$ cat config.mk
export PLATFORM = sky130hd
export DESIGN_NAME = task_dispatch_list_core_flat
export DESIGN_NICKNAME = d
export VERILOG_FILES = /design/src/hw/rtl/tdl_pkg.sv /design/src/hw/rtl/tdl_req_if.sv /design/src/hw/rtl/tdl_rsp_if.sv /design/src/hw/rtl/tdl_ram.sv /design/src/hw/rtl/tdl_datapath.sv /design/src/hw/rtl/tdl_ctrl.sv /design/src/hw/rtl/task_dispatch_list_core.sv /design/src/flat_wrapper.sv
export SDC_FILE = /design/constraint.sdc
export NUM_CORES = 1
export LEC_CHECK = 0
export BUFFER_PORTS_ARGS = -buffer_cell sky130_fd_sc_hd__buf_2
export CORE_UTILIZATION = 39
export CTS_BUF_LIST = sky130_fd_sc_hd__clkbuf_8 sky130_fd_sc_hd__clkbuf_16
export DETAILED_ROUTE_END_ITERATION = 8
export PLACE_DENSITY = 0.56
export SETUP_SLACK_MARGIN = 0.1
export SYNTH_ARGS = -nofsm -noshare
export SYNTH_HDL_FRONTEND = slang
export SYNTH_SLANG_ARGS = --single-unit
$ cat constraint.sdc
create_clock -name clk -period 10.6 [get_ports clk]
set_input_delay 0.53 -clock clk [delete_from_list [all_inputs] [get_ports clk]]
set_output_delay 0.53 -clock clk [all_outputs]
set_load 0.02 [all_outputs]
$ cat src/hw/rtl/tdl_pkg.sv
package tdl_pkg;

  // Field widths
  localparam int ID_W    = 4;
  localparam int CNT_W   = 5;
  localparam int NUM_IDS = 16;

  // Request codes
  localparam logic [1:0] REQ_CREATE   = 2'd0;
  localparam logic [1:0] REQ_DELETE   = 2'd1;
  localparam logic [1:0] REQ_ACTIVATE = 2'd2;
  localparam logic [1:0] REQ_RUN      = 2'd3;

  // Run kinds held in the kind map
  localparam logic [1:0] KIND_FOREVER = 2'd0;
  localparam logic [1:0] KIND_COND    = 2'd1;
  localparam logic [1:0] KIND_ONCE    = 2'd2;

  // Per-task status codes
  localparam logic [1:0] ST_IDLE      = 2'd0;
  localparam logic [1:0] ST_READY     = 2'd1;
  localparam logic [1:0] ST_SUSPENDED = 2'd2;

  // Controller to datapath commands
  typedef struct packed {
    logic load_req;     // latch the incoming transaction
    logic do_create;    // append id to the tail unless full
    logic do_activate;  // mark id ready
    logic walk_start;   // clear pointers and id mask
    logic rd_issue;     // read list entry at the read pointer
    logic eval_del;     // compact step for delete
    logic eval_count;   // pre-count step of a run pass
    logic count_end;    // latch final length and result budget
    logic eval_run;     // dispatch step of a run pass
    logic walk_end;     // commit compacted length
    logic emit_single;  // single result for create/delete/activate/empty run
  } tdl_cmd_t;

  // Datapath to controller status
  typedef struct packed {
    logic [1:0] req_type;
    logic       walk_done;
    logic       len_zero;
    logic       out_free;
    logic       skip;
  } tdl_sts_t;

endpackage

$ cat src/hw/rtl/tdl_req_if.sv
interface tdl_req_if;
  logic       valid;
  logic       ready;
  logic [1:0] req_type;
  logic [3:0] task_id;

  modport source (output valid, req_type, task_id, input ready);
  modport sink   (input valid, req_type, task_id, output ready);
endinterface

$ cat src/hw/rtl/tdl_rsp_if.sv
interface tdl_rsp_if;
  logic       valid;
  logic       ready;
  logic [3:0] out_task_id;
  logic       dispatched;
  logic       status;
  logic [4:0] list_count;
  logic       last;

  modport source (output valid, out_task_id, dispatched, status, list_count, last,
                  input ready);
  modport sink   (input valid, out_task_id, dispatched, status, list_count, last,
                  output ready);
endinterface

$ cat src/hw/rtl/tdl_ram.sv
module tdl_ram #(
  parameter int WIDTH = 4,
  parameter int DEPTH = 16
) (
  input  logic                             clk,
  input  logic                             wr_en,
  input  logic [$clog2(DEPTH)-1:0]         wr_addr,
  input  logic [WIDTH-1:0]                 wr_data,
  input  logic                             rd_en,
  input  logic [$clog2(DEPTH)-1:0]         rd_addr,
  output logic [WIDTH-1:0]                 rd_data
);

  logic [WIDTH-1:0] mem [DEPTH];

  // One write port, one registered read port
  always_ff @(posedge clk) begin
    if (wr_en) begin
      mem[wr_addr] <= wr_data;
    end
    if (rd_en) begin
      rd_data <= mem[rd_addr];
    end
  end

endmodule

$ cat src/hw/rtl/tdl_datapath.sv
module tdl_datapath #(
  parameter int LIST_CAP = 16
) (
  input  logic             clk,
  input  logic             rst,
  input  logic             cfg_wr_en,
  input  logic [31:0]      cfg_wr_data,
  input  logic [1:0]       in_req_type,
  input  logic [3:0]       in_task_id,
  input  tdl_pkg::tdl_cmd_t cmd,
  output tdl_pkg::tdl_sts_t sts,
  output logic             out_valid,
  input  logic             out_ready,
  output logic [3:0]       out_task_id,
  output logic             dispatched,
  output logic             status,
  output logic [4:0]       list_count,
  output logic             last
);
  import tdl_pkg::*;

  localparam int AW = $clog2(LIST_CAP);

  logic [31:0]      run_kind_map;
  logic [1:0]       req_q;
  logic [ID_W-1:0]  id_q;
  logic             full_q;
  logic [CNT_W-1:0] len;
  logic [CNT_W-1:0] rd_ptr;
  logic [CNT_W-1:0] wr_ptr;
  logic [CNT_W-1:0] drop_cnt;
  logic [CNT_W-1:0] ndist;
  logic [CNT_W-1:0] final_len;
  logic [CNT_W-1:0] emit_left;
  logic [1:0]       task_st [NUM_IDS];
  logic [NUM_IDS-1:0] id_mask;

  logic             ram_wr_en;
  logic [AW-1:0]    ram_wr_addr;
  logic [ID_W-1:0]  ram_wr_data;
  logic [ID_W-1:0]  ent;

  logic [1:0]       kind;
  logic [1:0]       ent_st;
  logic             ent_ready;
  logic             once_hit;
  logic             masked;
  logic             keep_run;
  logic             keep_del;
  logic             is_full;
  logic             disp_run;
  logic             run_emit;

  // Ordered list storage
  tdl_ram #(.WIDTH(ID_W), .DEPTH(LIST_CAP)) u_list (
    .clk     (clk),
    .wr_en   (ram_wr_en),
    .wr_addr (ram_wr_addr),
    .wr_data (ram_wr_data),
    .rd_en   (cmd.rd_issue),
    .rd_addr (rd_ptr[AW-1:0]),
    .rd_data (ent)
  );

  // Entry decode
  always_comb begin
    kind      = run_kind_map[{ent, 1'b0} +: 2];
    ent_st    = task_st[ent];
    ent_ready = (ent_st == ST_READY);
    once_hit  = (kind == KIND_ONCE) && ent_ready;
    masked    = id_mask[ent];
    keep_run  = !masked && !once_hit;
    keep_del  = (ent != id_q);
    is_full   = (len >= CNT_W'(LIST_CAP));
    run_emit  = cmd.eval_run && !masked;
    unique case (kind)
      KIND_FOREVER: disp_run = 1'b1;
      KIND_COND:    disp_run = ent_ready;
      KIND_ONCE:    disp_run = ent_ready;
      default:      disp_run = 1'b0;
    endcase
  end

  // List write port: tail append or compaction
  always_comb begin
    ram_wr_en   = (cmd.do_create && !is_full) || (cmd.eval_del && keep_del) ||
                  (cmd.eval_run && keep_run);
    ram_wr_addr = cmd.do_create ? len[AW-1:0] : wr_ptr[AW-1:0];
    ram_wr_data = cmd.do_create ? id_q : ent;
  end

  // Status to controller
  always_comb begin
    sts.req_type  = req_q;
    sts.walk_done = (rd_ptr == len);
    sts.len_zero  = (len == '0);
    sts.out_free  = !out_valid || out_ready;
    sts.skip      = masked;
  end

  // Control and counters
  always_ff @(posedge clk) begin
    if (rst) begin
      run_kind_map <= '0;
      len          <= '0;
      rd_ptr       <= '0;
      wr_ptr       <= '0;
      drop_cnt     <= '0;
      ndist        <= '0;
      final_len    <= '0;
      emit_left    <= '0;
      id_mask      <= '0;
      full_q       <= 1'b0;
      out_valid    <= 1'b0;
      for (int i = 0; i < NUM_IDS; i++) begin
        task_st[i] <= ST_IDLE;
      end
    end else begin
      if (cfg_wr_en) begin
        run_kind_map <= cfg_wr_data;
      end
      if (cmd.load_req) begin
        full_q <= 1'b0;
      end
      if (cmd.do_create) begin
        full_q <= is_full;
        if (!is_full) begin
          len <= len + CNT_W'(1);
        end
      end
      if (cmd.do_activate) begin
        task_st[id_q] <= ST_READY;
      end
      if (cmd.walk_start) begin
        rd_ptr   <= '0;
        wr_ptr   <= '0;
        drop_cnt <= '0;
        ndist    <= '0;
        id_mask  <= '0;
      end
      if (cmd.eval_del) begin
        rd_ptr <= rd_ptr + CNT_W'(1);
        if (keep_del) begin
          wr_ptr <= wr_ptr + CNT_W'(1);
        end
      end
      // Pre-count: entries dropped and distinct once ids dispatched
      if (cmd.eval_count) begin
        rd_ptr <= rd_ptr + CNT_W'(1);
        if (once_hit) begin
          drop_cnt <= drop_cnt + CNT_W'(1);
          if (!masked) begin
            id_mask[ent] <= 1'b1;
            ndist        <= ndist + CNT_W'(1);
          end
        end
      end
      if (cmd.count_end) begin
        final_len <= len - drop_cnt;
        emit_left <= len - drop_cnt + ndist;
        rd_ptr    <= '0;
        wr_ptr    <= '0;
        id_mask   <= '0;
      end
      // Dispatch step; copies of a removed once id are dropped silently
      if (cmd.eval_run) begin
        rd_ptr <= rd_ptr + CNT_W'(1);
        if (keep_run) begin
          wr_ptr <= wr_ptr + CNT_W'(1);
        end
        if (!masked) begin
          emit_left <= emit_left - CNT_W'(1);
          if (kind == KIND_FOREVER || (kind == KIND_COND && ent_ready)) begin
            task_st[ent] <= ST_IDLE;
          end else if (once_hit) begin
            task_st[ent] <= ST_SUSPENDED;
            id_mask[ent] <= 1'b1;
          end
        end
      end
      if (cmd.walk_end) begin
        len <= wr_ptr;
      end
      if (cmd.emit_single || run_emit) begin
        out_valid <= 1'b1;
      end else if (out_ready) begin
        out_valid <= 1'b0;
      end
    end
  end

  // Request capture
  always_ff @(posedge clk) begin
    if (cmd.load_req) begin
      req_q <= in_req_type;
      id_q  <= in_task_id;
    end
  end

  // Output register
  always_ff @(posedge clk) begin
    if (cmd.emit_single) begin
      out_task_id <= (req_q == REQ_RUN) ? '0 : id_q;
      dispatched  <= 1'b0;
      status      <= (req_q == REQ_CREATE) && full_q;
      list_count  <= len;
      last        <= 1'b1;
    end else if (run_emit) begin
      out_task_id <= ent;
      dispatched  <= disp_run;
      status      <= 1'b0;
      list_count  <= final_len;
      last        <= (emit_left == CNT_W'(1));
    end
  end

  a_len_cap: assert property (@(posedge clk) disable iff (rst)
    len <= CNT_W'(LIST_CAP))
    else $error("list length above capacity");

  a_ptr_order: assert property (@(posedge clk) disable iff (rst)
    wr_ptr <= rd_ptr)
    else $error("compaction write pointer passed read pointer");

  a_emit_budget: assert property (@(posedge clk) disable iff (rst)
    run_emit |-> (emit_left != '0))
    else $error("run pass emitted more results than counted");

  a_full_count: assert property (@(posedge clk) disable iff (rst)
    (out_valid && status) |-> (list_count == CNT_W'(LIST_CAP)))
    else $error("full status with list below capacity");

endmodule

$ cat src/hw/rtl/tdl_ctrl.sv
module tdl_ctrl (
  input  logic              clk,
  input  logic              rst,
  input  logic              in_valid,
  output logic              in_ready,
  input  tdl_pkg::tdl_sts_t sts,
  output tdl_pkg::tdl_cmd_t cmd
);
  import tdl_pkg::*;

  localparam logic [3:0] S_IDLE = 4'd0;
  localparam logic [3:0] S_DEC  = 4'd1;
  localparam logic [3:0] S_RESP = 4'd2;
  localparam logic [3:0] S_DRD  = 4'd3;
  localparam logic [3:0] S_DEV  = 4'd4;
  localparam logic [3:0] S_PRD  = 4'd5;
  localparam logic [3:0] S_PEV  = 4'd6;
  localparam logic [3:0] S_RRD  = 4'd7;
  localparam logic [3:0] S_REV  = 4'd8;

  logic [3:0] state;
  logic [3:0] state_next;

  always_ff @(posedge clk) begin
    if (rst) begin
      state <= S_IDLE;
    end else begin
      state <= state_next;
    end
  end

  assign in_ready = (state == S_IDLE);

  // Sequencer: decode, then one list walk for a delete (two for a run pass on a non-empty list)
  always_comb begin
    state_next = state;
    cmd        = '0;
    unique case (state)
      S_IDLE: begin
        if (in_valid) begin
          cmd.load_req = 1'b1;
          state_next   = S_DEC;
        end
      end
      S_DEC: begin
        unique case (sts.req_type)
          REQ_CREATE: begin
            cmd.do_create = 1'b1;
            state_next    = S_RESP;
          end
          REQ_ACTIVATE: begin
            cmd.do_activate = 1'b1;
            state_next      = S_RESP;
          end
          REQ_DELETE: begin
            cmd.walk_start = 1'b1;
            state_next     = S_DRD;
          end
          REQ_RUN: begin
            if (sts.len_zero) begin
              state_next = S_RESP;
            end else begin
              cmd.walk_start = 1'b1;
              state_next     = S_PRD;
            end
          end
          default: state_next = S_IDLE;
        endcase
      end
      S_RESP: begin
        if (sts.out_free) begin
          cmd.emit_single = 1'b1;
          state_next      = S_IDLE;
        end
      end
      S_DRD: begin
        if (sts.walk_done) begin
          cmd.walk_end = 1'b1;
          state_next   = S_RESP;
        end else begin
          cmd.rd_issue = 1'b1;
          state_next   = S_DEV;
        end
      end
      S_DEV: begin
        cmd.eval_del = 1'b1;
        state_next   = S_DRD;
      end
      S_PRD: begin
        if (sts.walk_done) begin
          cmd.count_end = 1'b1;
          state_next    = S_RRD;
        end else begin
          cmd.rd_issue = 1'b1;
          state_next   = S_PEV;
        end
      end
      S_PEV: begin
        cmd.eval_count = 1'b1;
        state_next     = S_PRD;
      end
      S_RRD: begin
        if (sts.walk_done) begin
          cmd.walk_end = 1'b1;
          state_next   = S_IDLE;
        end else begin
          cmd.rd_issue = 1'b1;
          state_next   = S_REV;
        end
      end
      S_REV: begin
        // skipped entries need no output slot
        if (sts.skip || sts.out_free) begin
          cmd.eval_run = 1'b1;
          state_next   = S_RRD;
        end
      end
      default: state_next = S_IDLE;
    endcase
  end

endmodule

$ cat src/hw/rtl/task_dispatch_list_core.sv
// Task dispatch list: ordered list of task ids with a status per task id.
// Channels: req (sink) carries req_type and task_id; rsp (source) carries
// out_task_id, dispatched, status, list_count and last. Both use valid/ready;
// a transaction moves on a clock edge with valid and ready high.
// cfg_wr_en/cfg_wr_data write the 32-bit run kind map (two bits per task id).
// Create, delete and activate give one result; a run pass gives one result per
// visited entry but for copies of a once id it removed, last marking the final
// one. One request is worked at a time: req.ready is high only while the
// sequencer is idle. Create and activate: the request is decoded, then the
// result is loaded. Delete: one list memory read per entry, with a register
// stage on the read data, then the result. Run pass: a counting walk over the
// list, then a dispatch walk that gives the results; the next request is
// taken once the dispatch walk ends.
// The result register lets the sequencer finish the last result and take the
// next request while the receiver holds off; when it stalls a run pass, the
// walk waits on the entry that has a result to give.
// Reset (rst, synchronous) empties the list, sets every task idle and clears
// the kind map; no clearing pass is needed.
module task_dispatch_list_core #(
  parameter int MAX_TASKS = 16
) (
  input  logic        clk,
  input  logic        rst,
  input  logic        cfg_wr_en,
  input  logic [31:0] cfg_wr_data,
  tdl_req_if.sink     req,
  tdl_rsp_if.source   rsp
);
  import tdl_pkg::*;

  localparam int LIST_CAP = (MAX_TASKS < 16) ? MAX_TASKS : 16;

  tdl_cmd_t cmd;
  tdl_sts_t sts;

  tdl_ctrl u_ctrl (
    .clk      (clk),
    .rst      (rst),
    .in_valid (req.valid),
    .in_ready (req.ready),
    .sts      (sts),
    .cmd      (cmd)
  );

  tdl_datapath #(.LIST_CAP(LIST_CAP)) u_dp (
    .clk         (clk),
    .rst         (rst),
    .cfg_wr_en   (cfg_wr_en),
    .cfg_wr_data (cfg_wr_data),
    .in_req_type (req.req_type),
    .in_task_id  (req.task_id),
    .cmd         (cmd),
    .sts         (sts),
    .out_valid   (rsp.valid),
    .out_ready   (rsp.ready),
    .out_task_id (rsp.out_task_id),
    .dispatched  (rsp.dispatched),
    .status      (rsp.status),
    .list_count  (rsp.list_count),
    .last        (rsp.last)
  );

endmodule
$ cat src/flat_wrapper.sv
// flat-port wrapper written by rule: the top's interface ports become plain ports
module task_dispatch_list_core_flat import tdl_pkg::*;
#(
  parameter int MAX_TASKS = 16
)
  (clk, rst, cfg_wr_en, cfg_wr_data, req_valid, req_req_type, req_task_id, req_ready, rsp_valid, rsp_out_task_id, rsp_dispatched, rsp_status, rsp_list_count, rsp_last, rsp_ready);
  tdl_req_if req_i ();
  tdl_rsp_if rsp_i ();
  input  logic clk;
  input  logic rst;
  input  logic cfg_wr_en;
  input  logic [31:0] cfg_wr_data;
  input wire logic [$bits(req_i.valid)-1:0] req_valid;
  input wire logic [$bits(req_i.req_type)-1:0] req_req_type;
  input wire logic [$bits(req_i.task_id)-1:0] req_task_id;
  output wire logic [$bits(req_i.ready)-1:0] req_ready;
  output wire logic [$bits(rsp_i.valid)-1:0] rsp_valid;
  output wire logic [$bits(rsp_i.out_task_id)-1:0] rsp_out_task_id;
  output wire logic [$bits(rsp_i.dispatched)-1:0] rsp_dispatched;
  output wire logic [$bits(rsp_i.status)-1:0] rsp_status;
  output wire logic [$bits(rsp_i.list_count)-1:0] rsp_list_count;
  output wire logic [$bits(rsp_i.last)-1:0] rsp_last;
  input wire logic [$bits(rsp_i.ready)-1:0] rsp_ready;
  assign req_i.valid = req_valid;
  assign req_i.req_type = req_req_type;
  assign req_i.task_id = req_task_id;
  assign req_ready = req_i.ready;
  assign rsp_valid = rsp_i.valid;
  assign rsp_out_task_id = rsp_i.out_task_id;
  assign rsp_dispatched = rsp_i.dispatched;
  assign rsp_status = rsp_i.status;
  assign rsp_list_count = rsp_i.list_count;
  assign rsp_last = rsp_i.last;
  assign rsp_i.ready = rsp_ready;
  task_dispatch_list_core #(.MAX_TASKS(MAX_TASKS)) u_core (.clk(clk), .rst(rst), .cfg_wr_en(cfg_wr_en), .cfg_wr_data(cfg_wr_data), .req(req_i), .rsp(rsp_i));
endmodule
Word level (Yosys, flattened, before mapping)
Memories as Yosys holds them, arrays and structs flattened. A register that Yosys moved wholly into a read port is not among the register bits.
Index checks and enable logic that the tools add are counted.
W data, S select, Z words.

word-level totals
  register bits after elaboration = 107
  memory bits (writable) = 96
  input bits = 43
  logic and storage cells = 198
  memories kept = 2

memory list
  memory                  depth  width  rd ports  clocked after memory_dff  write ports  RTL line            text
  u_core.u_dp.u_list.mem  16     4      1         1                         1            tdl_ram.sv:14       logic [WIDTH-1:0] mem [DEPTH];
  u_core.u_dp.task_st     16     2      1         0                         16           tdl_datapath.sv:35  logic [1:0] task_st [NUM_IDS];

cells by class
  $add $sub $neg = 8
  $lt $le $gt $ge = 3
  eq/ne operators = 21
  shifts and indexed selects = 1
  multiplexer cells = 105
  bitwise gates (word level) = 3
  reduce and logical (&&, ||, !) cells = 36

operators with widths
  operator               count
  $mux W16               11
  $mux W5                26
  $mux W1                45
  $mux W4                11
  $pmux W4 S9            1
  $or A16 B16 Y16        2
  $shiftx A32 B6 Y2      1
  $add A5 B1 Y5 const B  5
  $eq A4 B3 Y1 const B   4
  $pmux W4 S3            1
  $reduce_or A2 Y1       5
  $logic_and A1 B1 Y1    9
  $mux W3                3
  $eq A4 B2 Y1 const B   2
  $reduce_bool A2 Y1     4
  $eq A2 B1 Y1 const B   3
  $eq A2 B2 Y1 const B   3
  $logic_or A1 B1 Y1     6
  $mux W2                3
  $ne A2 B2 Y1 const B   3
  $add A5 B5 Y5          1
  $eq A5 B1 Y1 const B   1
  $eq A5 B5 Y1           1
  $ge A5 B5 Y1 const B   1
  other kinds (20)       25

Logic depth before layout (Yosys ltp)
Gate-level depths: netlist of run 1.

  depth after elaboration = 17
  depth in mapped cells = 14
  gate-level depth less buffers = 12

By module
A second synthesis of run 1 with hierarchy kept.

second synthesis, totals
  cells, all modules = 903
  area total of the unflattened synthesis = 10069.7 µm²

modules (own cells, without submodules)
  module        times used  cells an instance  area each (µm²)  sequential area each (µm²)
  tdl_datapath  1           708                6899.1           3022.9
  tdl_ram       1           130                2706.3           2042.0
  tdl_ctrl      1           65                 464.2            80.1

Worst setup path after synthesis of run 1
OpenSTA, ideal clock, no wires.

  path type = register to register
  start point = register u_core.u_dp.u_list.rd_data[0], read port of u_core.u_dp.u_list.mem
  end point = memory u_core.u_dp.task_st[11][0], enable pin
  library setup time = 0.315 ns
  arrival time = 3.666 ns
  data required time = 10.285 ns
  setup slack = 6.619 ns
  cell stages (with the launch flop) = 14
  path buffers = 4
  cells stage by stage = edfxtp_1 > buf_6 > buf_12 > clkbuf_1 > mux4_2 > mux4_2 > inv_1 > ha_1 > o21ai_0 > o221a_1 > buf_6 > nor2_2 > mux2_2 > o21bai_1

RTL lines
  item             RTL line            text
  start, declared  tdl_ram.sv:11       output logic [WIDTH-1:0] rd_data
  end, declared    tdl_datapath.sv:35

Final worst setup path of run 1
  start point = register u_core.u_dp.u_list.rd_data[0], read port of u_core.u_dp.u_list.mem
  end point = memory u_core.u_dp.u_list.mem[1][2], enable pin

on the way
  word-level cells in the longest chain between the ends = 9
  elaborated cells between the ends (all ways) = 20

RTL lines
  item                                                              RTL line                             text
  $shiftx A32 B6 Y2, or another cell as far along                   tdl_datapath.sv:67                   kind = run_kind_map[{ent, 1'b0} +: 2];
  $eq A2 B2 Y1, or another cell as far along                        tdl_datapath.sv:70                   once_hit = (kind == KIND_ONCE) && ent_ready;
  $logic_and A1 B1 Y1 / $logic_or A1 B1 Y1 (equally long branches)  tdl_datapath.sv:70, tdl_ctrl.sv:113
  $logic_not A1 Y1 / $mux W1 (equally long branches)                tdl_datapath.sv:72, tdl_ctrl.sv:113
  $logic_and A1 B1 Y1 / $mux W1 (equally long branches)             tdl_datapath.sv:72, tdl_ctrl.sv:38
  $logic_and A1 B1 Y1                                               tdl_datapath.sv:87                   (cmd.eval_run && keep_run);
  $logic_or A1 B1 Y1 *                                              tdl_datapath.sv:86                   ram_wr_en = (cmd.do_create && !is_full) || (cmd.eval_del && keep_del) ||
  $mux W1 *                                                         tdl_ram.sv:18                        if (wr_en) begin
  $mux W1 (not written as such) *                                   tdl_ram.sv:19                        mem[wr_addr] <= wr_data;
  end, declared                                                     tdl_ram.sv:14

Every way passes the cells marked *; elsewhere a longest branch is shown, timed or not. The select of a mux whose other input is x is not followed.

==> key figures, run 1 <==
Run status
  • Outcome: completed

Layout
  • Area of the multi-input gates: 0.00428 mm2
  • Nets: 954
  • Synth-to-layout area growth: 12.9%
  • Ant. Diodes: 0
  • Share of layout cells above drive strength 1: 17.3%
  • Fillers: 2290
  • Register area: 0.00531 mm2

Timing
  • RSZ-0062 raised after global routing: false
  • Fmax achieved: 0.237 GHz
  • Final setup viols: 0
  • Setup Skew: 0.0329 ns
  • Setup WS post-layout: 6.38 ns
  • Worst slew pin tran: 1.06 ns
  • Final-report max-slew violation count: 0
  • Worst slew margin: 28.9%
  • Final period utilization: 39.8%
  • Hold Vio Cnt, Final: 0
  • Setup TNS Final: 0 ns
  • Minimum clock period: 4.22 ns

Worst setup path
  • RR Endpoint: u_core.u_dp.u_list.mem[1][2]$_DFFE_PP_
  • CP Capture Type: flop
  • Crit path launch type: flop
  • Register-to-Register Setup Slack: 6.38 ns
  • Crit path max fanout: 27
  • R2r worst-path depth: 10
  • Arrival @ worst endpoint: 4.45 ns
  • Kind of critical path: reg -> reg
  • RR Startpoint: u_core.u_dp.u_list.rd_data[0]$_DFFE_PP_
  • Worst endpoint required time: 10.82 ns

Hold path
  • Hold Path Origin: req_task_id[0]
  • Cell count of the worst hold path: 1
  • HP Class: in -> reg
  • Worst hold endpoint: u_core.u_dp.id_q[0]$_DFFE_PP_

Clocking
  • Post_cts resized: 0
  • Worst-path clk slew: 0.06 ns
  • CTS buffer count: 24
  • Cts hold-fix bufs: 0
  • CTS sink cnt: 207
  • Post-CTS Setup Inserts: 0
  • Max Root-Sink Buffers: 3
  • Worst-skew pair later-pin latency: 0.54 ns
  • Clock tree root driver cell: clkbuf_16
  • CTS tree: built
  • H-tree depth: 1

Placement
  • Port-buffer cells: 56
  • Dpl ws: 6.38 ns
  • Hpwl dp: 15900 um
  • GP Congestion: 0.780

Drt
  • DRT Pass-1 Iters: 4
  • Detail Route Antenna Nets: 0
  • Via count: 6694
  • Violation count after the first detailed-route iteration: 592
  • Vias per cell: 5.44
  • Drt total wl: 23000 um
  • Routed len/inst: 18.7 um
  • Drc violations: 0

Power and ir drop
  • Clock power share: 43.3%
  • Cell Int Power: 1.38 mW
  • P_sw: 0.430 mW
  • Comb pwr share: 7.5%
  • Static leakage: 4.10 nW
  • Net Sw Frac: 23.8%
  • Sequential share of power: 49.3%
  • Worst VDD drop: 110 uV
  • PwrDens: 162 mW/mm2

Floorplanning
  • Row count: 57
  • Area of the die: 0.0261 mm2
  • Die width: 161 um
  • Initial Util: 40.3%
  • Io pins: 57
  • Total core area: 0.0246 mm2
  • Chip height: 161 um

Logic synthesis
  • Main flop type after synthesis: edfxtp_1
  • Sequential area share after synthesis: 53.5%
  • Largest cells by area after synthesis: edfxtp_1 35%, dfxtp_1 18%, mux4_2 8.0%, nor2_1 4.4%, mux2i_1 4.3%
  • Main combinational cell family by area after synthesis: multiplexers
  • Share of the synthesized area in the top cell type: 35.1%
  • Mux contribution to synthesized area: 15.2%
  • Syn nets: 918
  • Post-synthesis instance total: 853
  • Area leader, netlist: edfxtp_1
  • Post-Synth Adder-Cell Area: 2.93%
  • FFs w/ async S/R, synth: 0%
  • Post-synth top cells: 116 x edfxtp_1, 115 x nor2_1, 91 x dfxtp_1
  • YS warnings: 0
  • Post-Syn Area: 0.00991 mm2
  • Simple-gate share of the synthesized area: 13.9%
  • #FFs+latches synth: 207
  • Synth Area in Compound Gates: 9.20%
  • Top-count cell post-synth: edfxtp_1
  • Synth Area per Inst: 11.6 um2
  • Synth Area in XOR/XNOR: 1.94%
  • Synth cell types: 67
  • Number of synthesized flops with an enable pin: 116

Global route
  • Vias in the first global route: 6496
  • GR Util All Layers: 18.1%
  • First-pass GRT wire length: 37000 um
  • Total gr overflow: 0
  • Largest net degree at the start of global routing: 86
  • Initial antenna violation count: 0

Flow run
  • Max Cap Viol: 0
-- cells in the final DEF (no fill, tap or decap), types with 5 or more instances in the layout --
cell / count
nor3b_1: 5
a31oi_1: 13
inv_1: 33
buf_4: 9
or3_1: 7
nor2_1: 115
a21oi_1: 29
xor2_1: 11
dfxtp_1: 91
or2_2: 5
xnor2_1: 11
o21bai_1: 12
a211oi_1: 5
mux4_2: 35
nand3b_1: 7
edfxtp_1: 116
o31a_1: 5
nand3_1: 21
nand2b_1: 8
nand2_1: 74
mux2i_1: 43
clkbuf_16: 25
mux4_1: 7
buf_2: 56
nand4_1: 10
o21ai_0: 27
ha_1: 20
o31ai_1: 6
mux2_2: 9
nor3_1: 16
-- area by class of cell --
type | instances | area share [%]
clock buffer | 29 | 6.08
sequential | 207 | 47.4
timing repair buffer | 65 | 3.11
tap | 324 | 3.62
inverter | 23 | 0.771
clock inverter | 15 | 0.805
multi-input combinational | 568 | 38.2
-- per-stage QoR --
step                area (um2)  cells  hold slack (ns)  power (mW)  utilization [%]
CTS                      11200   1231            0.139        1.83             45.5
detailed placement       10400   1187            0.438        1.04             42.3
global route             11200   1231            0.159        1.87             45.5
finish                   11200   1231            0.167        1.81             45.5
floorplan                 9910    853            0.416       0.996                -
global placement         10400   1187            0.431        1.04             42.3
-- state kept, by name, indices dropped and copies added (netlist names), 4 cells and up --
register,cells
u_core.u_dp.u_list.rd_data,4
u_core.u_dp.task_st,32
u_core.u_dp.out_task_id,4
u_core.u_dp.wr_ptr,5
u_core.u_dp.len,5
u_core.u_dp.list_count,5
u_core.u_dp.rd_ptr,5
u_core.u_dp.ndist,5
u_core.u_dp.final_len,5
u_core.u_dp.emit_left,5
u_core.u_dp.u_list.mem,64
u_core.u_dp.drop_cnt,5
u_core.u_dp.id_q,4
u_core.u_dp.id_mask,16
u_core.u_ctrl.state,4
u_core.u_dp.run_kind_map,32
-- power groups by stage --
stage          Sequential, mW  Combinational [mW]  Clock (mW)
2_1_floorplan           0.898              0.0983           0
3_3_place_gp            0.907               0.136           0
3_5_place_dp            0.907               0.136           0
4_1_cts                 0.890               0.136       0.801
5_1_grt                 0.893               0.151       0.831
6_report                0.890               0.135       0.782
-- kinds of logic after synthesis --
| family | after synthesis |
|---|---|
| AO/OA/AOI/OAI | 134 |
| XOR/XNOR | 22 |
| adder cells (fa/ha/maj) | 22 |
| buffers and inverters | 78 |
| flip-flops | 207 |
| multiplexers | 94 |
| AND/OR/NAND/NOR | 296 |
-- worst max-delay path by stage --
stage,from,endpoint,slack [ns],depth (start not counted)
detailed placement,u_core.u_dp.u_list.rd_data[0]$_DFFE_PP_,u_core.u_dp.u_list.mem[14][0]$_DFFE_PP_,6.38,10
finish,u_core.u_dp.u_list.rd_data[0]$_DFFE_PP_,u_core.u_dp.u_list.mem[1][2]$_DFFE_PP_,6.38,10
CTS,u_core.u_dp.u_list.rd_data[0]$_DFFE_PP_,u_core.u_dp.u_list.mem[1][0]$_DFFE_PP_,6.35,10
global route,u_core.u_dp.u_list.rd_data[0]$_DFFE_PP_,u_core.u_dp.u_list.mem[14][1]$_DFFE_PP_,6.08,10
floorplan,u_core.u_dp.u_list.rd_data[0]$_DFFE_PP_,u_core.u_dp.task_st[11][0]$_SDFFCE_PN0P_,6.62,13
global placement,u_core.u_dp.u_list.rd_data[0]$_DFFE_PP_,u_core.u_dp.u_list.mem[14][0]$_DFFE_PP_,6.47,10
-- metal layers --
| metal | part of all wire (%) | track usage [%] | vias up |
|---|---|---|---|
| met3 | 4.6 | 2.62 | 40 |
| met5 | 0 | 0 | - |
| met1 | 48 | 26.4 | 3262 |
| met2 | 45 | 28.5 | 153 |
| li1 | - | - | 3239 |
| met4 | 2.3 | 4.37 | 0 |
-- worst max-delay path: stages (launching register included) --
cell and delay (ns):
edfxtp_1 0.32, buf_4 0.40, mux4_2 0.56, mux4_2 0.52, inv_1 0.11, ha_1 0.21
nand2_1 0.08, o22ai_2 0.52, o21ai_1 0.32, a32oi_1 0.63, nor2_1 0.23
Note: power is estimated with default switching activity, not from simulation.
==> run 2, diff against run 1 <==
- ABC_AREA: default -> 1
- PLACE_DENSITY: 0.56 -> 0.58
- clock period: 10.6 -> 3.7 ns (I/O delays scaled with it)
==> key figures, run 2 <==
Timing
  • Minimum clock period: 3.36 ns (-0.868 ns)
  • Final setup viols: 0 (unchanged)
  • Setup TNS Final: 0 ns (unchanged)
  • Worst slew pin tran: 1.04 ns (-0.0257 ns)
  • Fmax achieved: 0.298 GHz (+26%)
  • Setup Skew: 0.0196 ns (-0.0133 ns)
  • RSZ-0062 raised after global routing: false
  • Hold Vio Cnt, Final: 0 (unchanged)
  • Hold Slack: 0.159 ns (-0.00797 ns)
  • Worst slew margin: 30.6% (+1.7 points)
  • Final-report max-slew violation count: 0 (unchanged)
  • Final period utilization: 90.7% (+51 points)

Floorplanning
  • Total core area: 0.0260 mm2 (+5.6%)
  • Die width: 165 um (+2.0%)
  • Area of the die: 0.0271 mm2 (+4.0%)
  • Io pins: 57 (unchanged)
  • Chip height: 165 um (+2.0%)
  • Initial Util: 39.7% (-0.60 points)
  • Row count: 59 (+3.5%)

Run status
  • Outcome: completed

Drt
  • Vias per cell: 5.33 (-2.0%)
  • Detail Route Antenna Nets: 0 (unchanged)
  • Routed len/inst: 16.9 um (-9.7%)
  • Drc violations: 0 (unchanged)
  • Via count: 8732 (+30%)
  • Violation count after the first detailed-route iteration: 708 (+20%)
  • DRT Pass-1 Iters: 5 (+1)
  • Drt total wl: 27700 um (+20%)

Logic synthesis
  • Syn nets: 1259 (+37%)
  • Post-synthesis instance total: 1194 (+40%)
  • Sequential area share after synthesis: 51.4% (-2.1 points)
  • Area leader, netlist: edfxtp_1
  • YS warnings: 0 (unchanged)
  • Synth cell types: 47 (-30%)
  • Number of synthesized flops with an enable pin: 116 (unchanged)
  • Post-Syn Area: 0.0103 mm2 (+4.0%)
  • Post-synth top cells: 247 x nand2_1, 167 x nor2_1, 116 x edfxtp_1
  • Largest cells by area after synthesis: edfxtp_1 34%, dfxtp_1 18%, nand2_1 9.0%, nor2_1 6.1%, o21ai_0 5.3%
  • Top-count cell post-synth: nand2_1
  • Main flop type after synthesis: edfxtp_1
  • #FFs+latches synth: 207 (unchanged)
  • Synth Area per Inst: 8.64 um2 (-26%)
  • Share of the synthesized area in the top cell type: 33.8% (-1.4 points)
  • FFs w/ async S/R, synth: 0% (unchanged)

Layout
  • Ant. Diodes: 0 (unchanged)
  • Top Registers: u_core.u_dp.u_list.mem (64), u_core.u_dp.run_kind_map (32), u_core.u_dp.task_st (32)
  • Fin util: 46.8% (+1.3 points)
  • Post-layout instance area: 0.0122 mm2 (+8.7%)
  • Nets: 1351 (+42%)
  • Commonest non-fill, non-tap cell in the layout: nand2_1
  • Most frequent cells in the layout: 247 x nand2_1, 167 x nor2_1, 116 x edfxtp_1
  • Largest Register: u_core.u_dp.u_list.mem
  • Share of layout cells above drive strength 1: 13.7% (-3.6 points)
  • Fillers: 2502 (+9.3%)
  • Synth-to-layout area growth: 18.0%
  • Max reg flops: 64 (unchanged)

Global route
  • Vias in the first global route: 8170 (+26%)
  • Initial antenna violation count: 0 (unchanged)
  • Total gr overflow: 0 (unchanged)
  • GR Util All Layers: 20.4% (+2.3 points)
  • Largest net degree at the start of global routing: 69 (-20%)
  • First-pass GRT wire length: 43300 um (+17%)

Placement
  • Hpwl dp: 19000 um (+19%)
  • Placed Area: 0.0109 mm2 (+5.1%)
  • GP Congestion: 0.904 (+16%)
  • Port-buffer cells: 56 (unchanged)

Worst setup path
  • Crit path max fanout: 12 (-56%)
  • RR Startpoint: u_core.u_dp.u_list.rd_data[0]$_DFFE_PP_
  • Worst endpoint required time: 3.90 ns (-6.92 ns)
  • Register-to-Register Setup Slack: 0.34 ns (-6.03 ns)
  • RR Endpoint: u_core.u_dp.task_st[8][0]$_SDFFCE_PN0P_
  • CP Capture Type: flop
  • R2r worst-path depth: 17 (+7)
  • Crit path launch type: flop
  • Kind of critical path: reg -> reg
  • Arrival @ worst endpoint: 3.56 ns (-0.89 ns)

Clocking
  • CTS sink cnt: 207 (unchanged)
  • Max Root-Sink Buffers: 3 (unchanged)
  • Worst-path clk slew: 0.07 ns (about the same)
  • Clock tree root driver cell: clkbuf_16
  • H-tree depth: 1 (unchanged)
  • CTS buffer count: 24 (unchanged)
  • Worst-skew pair later-pin latency: 0.53 ns (about the same)
  • Post-CTS Setup Inserts: 0 (unchanged)
  • CTS tree: built

Power and ir drop
  • Worst VDD drop: 296 uV (+170%)
  • PwrDens: 465 mW/mm2 (+190%)
  • Static leakage: 4.83 nW (+18%)
  • Post-layout power: 5.66 mW (+210%)

Flow run
  • Max Cap Viol: 0 (unchanged)

Hold path
  • Hold Path Origin: rsp_ready
  • HP Class: in -> reg
  • Worst hold endpoint: u_core.u_ctrl.state[3]$_SDFFE_PP0P_
  • Cell count of the worst hold path: 5 (+4)
==> run 2: kinds of logic (layout without fill, tap and decap cells) <==
| logic type | count (synthesis) | count (layout) | share of synthesized area [%] |
|---|---|---|---|
| simple gates | 577 | 577 | 25.5 |
| xor+xnor | 23 | 23 | 1.95 |
| compound gates | 230 | 230 | 12.8 |
| fa+ha+maj | 22 | 22 | 2.81 |
| flops | 207 | 207 | 51.4 |
| buf+inv | 135 | 245 | 5.49 |
==> run 2: final cells by class <==
cell class                 instances  area (um2)  share of cell area [%]
tap                              335         419                    3.44
inverter                          81         304                    2.50
clock inverter                    16         170                    1.40
multi-input combinational        852        4450                    36.6
clock buffer                      28         667                    5.48
sequential                       207        5310                    43.6
timing repair buffer             120         856                    7.03
==> run 2: metal layers <==
layer / part of all wire, % / vias up / track usage [%]
met4: 2.0 / 0 / 5.38
met2: 45 / 228 / 32.2
met1: 47 / 4176 / 28.9
met3: 5.8 / 47 / 3.49
met5: 0 / - / 0
li1: - / 4281 / -
==> run 2: report_power, final <==
part,total (mW),internal [mW],switching [mW]
logic,0.603,0.181,0.422
registers,2.59,2.53,0.0624
clock network,2.47,1.50,0.972
total,5.66,4.21,1.46
==> run 2: worst max-delay path: stages, from the launching register on <==
cell and delay (ns):
edfxtp_1 0.46, buf_4 0.20, nand2_4 0.08, inv_2 0.19, a22oi_1 0.12, nand2_1 0.10, nand2_1 0.05, nand4_1 0.15
inv_1 0.08, ha_1 0.23, nand3_4 0.09, buf_4 0.16, nand3_4 0.13, nand2_4 0.15, nand2_1 0.07, nand2_1 0.09
nand2_1 0.33, o21ai_1 0.33
==> run 2: worst max-delay path by stage <==
stage / from / to / slack, ns / depth (start not counted)
final: u_core.u_dp.u_list.rd_data[0]$_DFFE_PP_ / u_core.u_dp.task_st[8][0]$_SDFFCE_PN0P_ / 0.34 / 17
after global placement: u_core.u_dp.rd_ptr[1]$_SDFFE_PP0P_ / u_core.u_dp.id_mask[13]$_SDFF_PP0_ / 0.41 / 11
after detailed placement: u_core.u_dp.u_list.rd_data[0]$_DFFE_PP_ / u_core.u_dp.task_st[0][0]$_SDFFCE_PN0P_ / 0.28 / 16
after global routing: u_core.u_dp.u_list.rd_data[0]$_DFFE_PP_ / u_core.u_dp.task_st[11][0]$_SDFFCE_PN0P_ / 0.12 / 17
after floorplan: u_core.u_dp.u_list.rd_data[1]$_DFFE_PP_ / u_core.u_dp.task_st[2][0]$_SDFFCE_PN0P_ / 0.63 / 17
after CTS: u_core.u_dp.u_list.rd_data[0]$_DFFE_PP_ / u_core.u_dp.task_st[0][0]$_SDFFCE_PN0P_ / 0.25 / 16
==> run 2: what timing repair did <==
action	in CTS	in global routing
hold buffers	38	0
endpoints found under the hold margin	38	0
endpoints found under the setup margin	0	8
resized for setup	0	1
==> run 2: through the flow <==
stage	std cells	worst slack [ns]
after floorplan	1194	0.631
after global placement	1557	0.406
after detailed placement	1557	0.281
after CTS	1639	0.248
after global routing	1639	0.123
final	1639	0.344
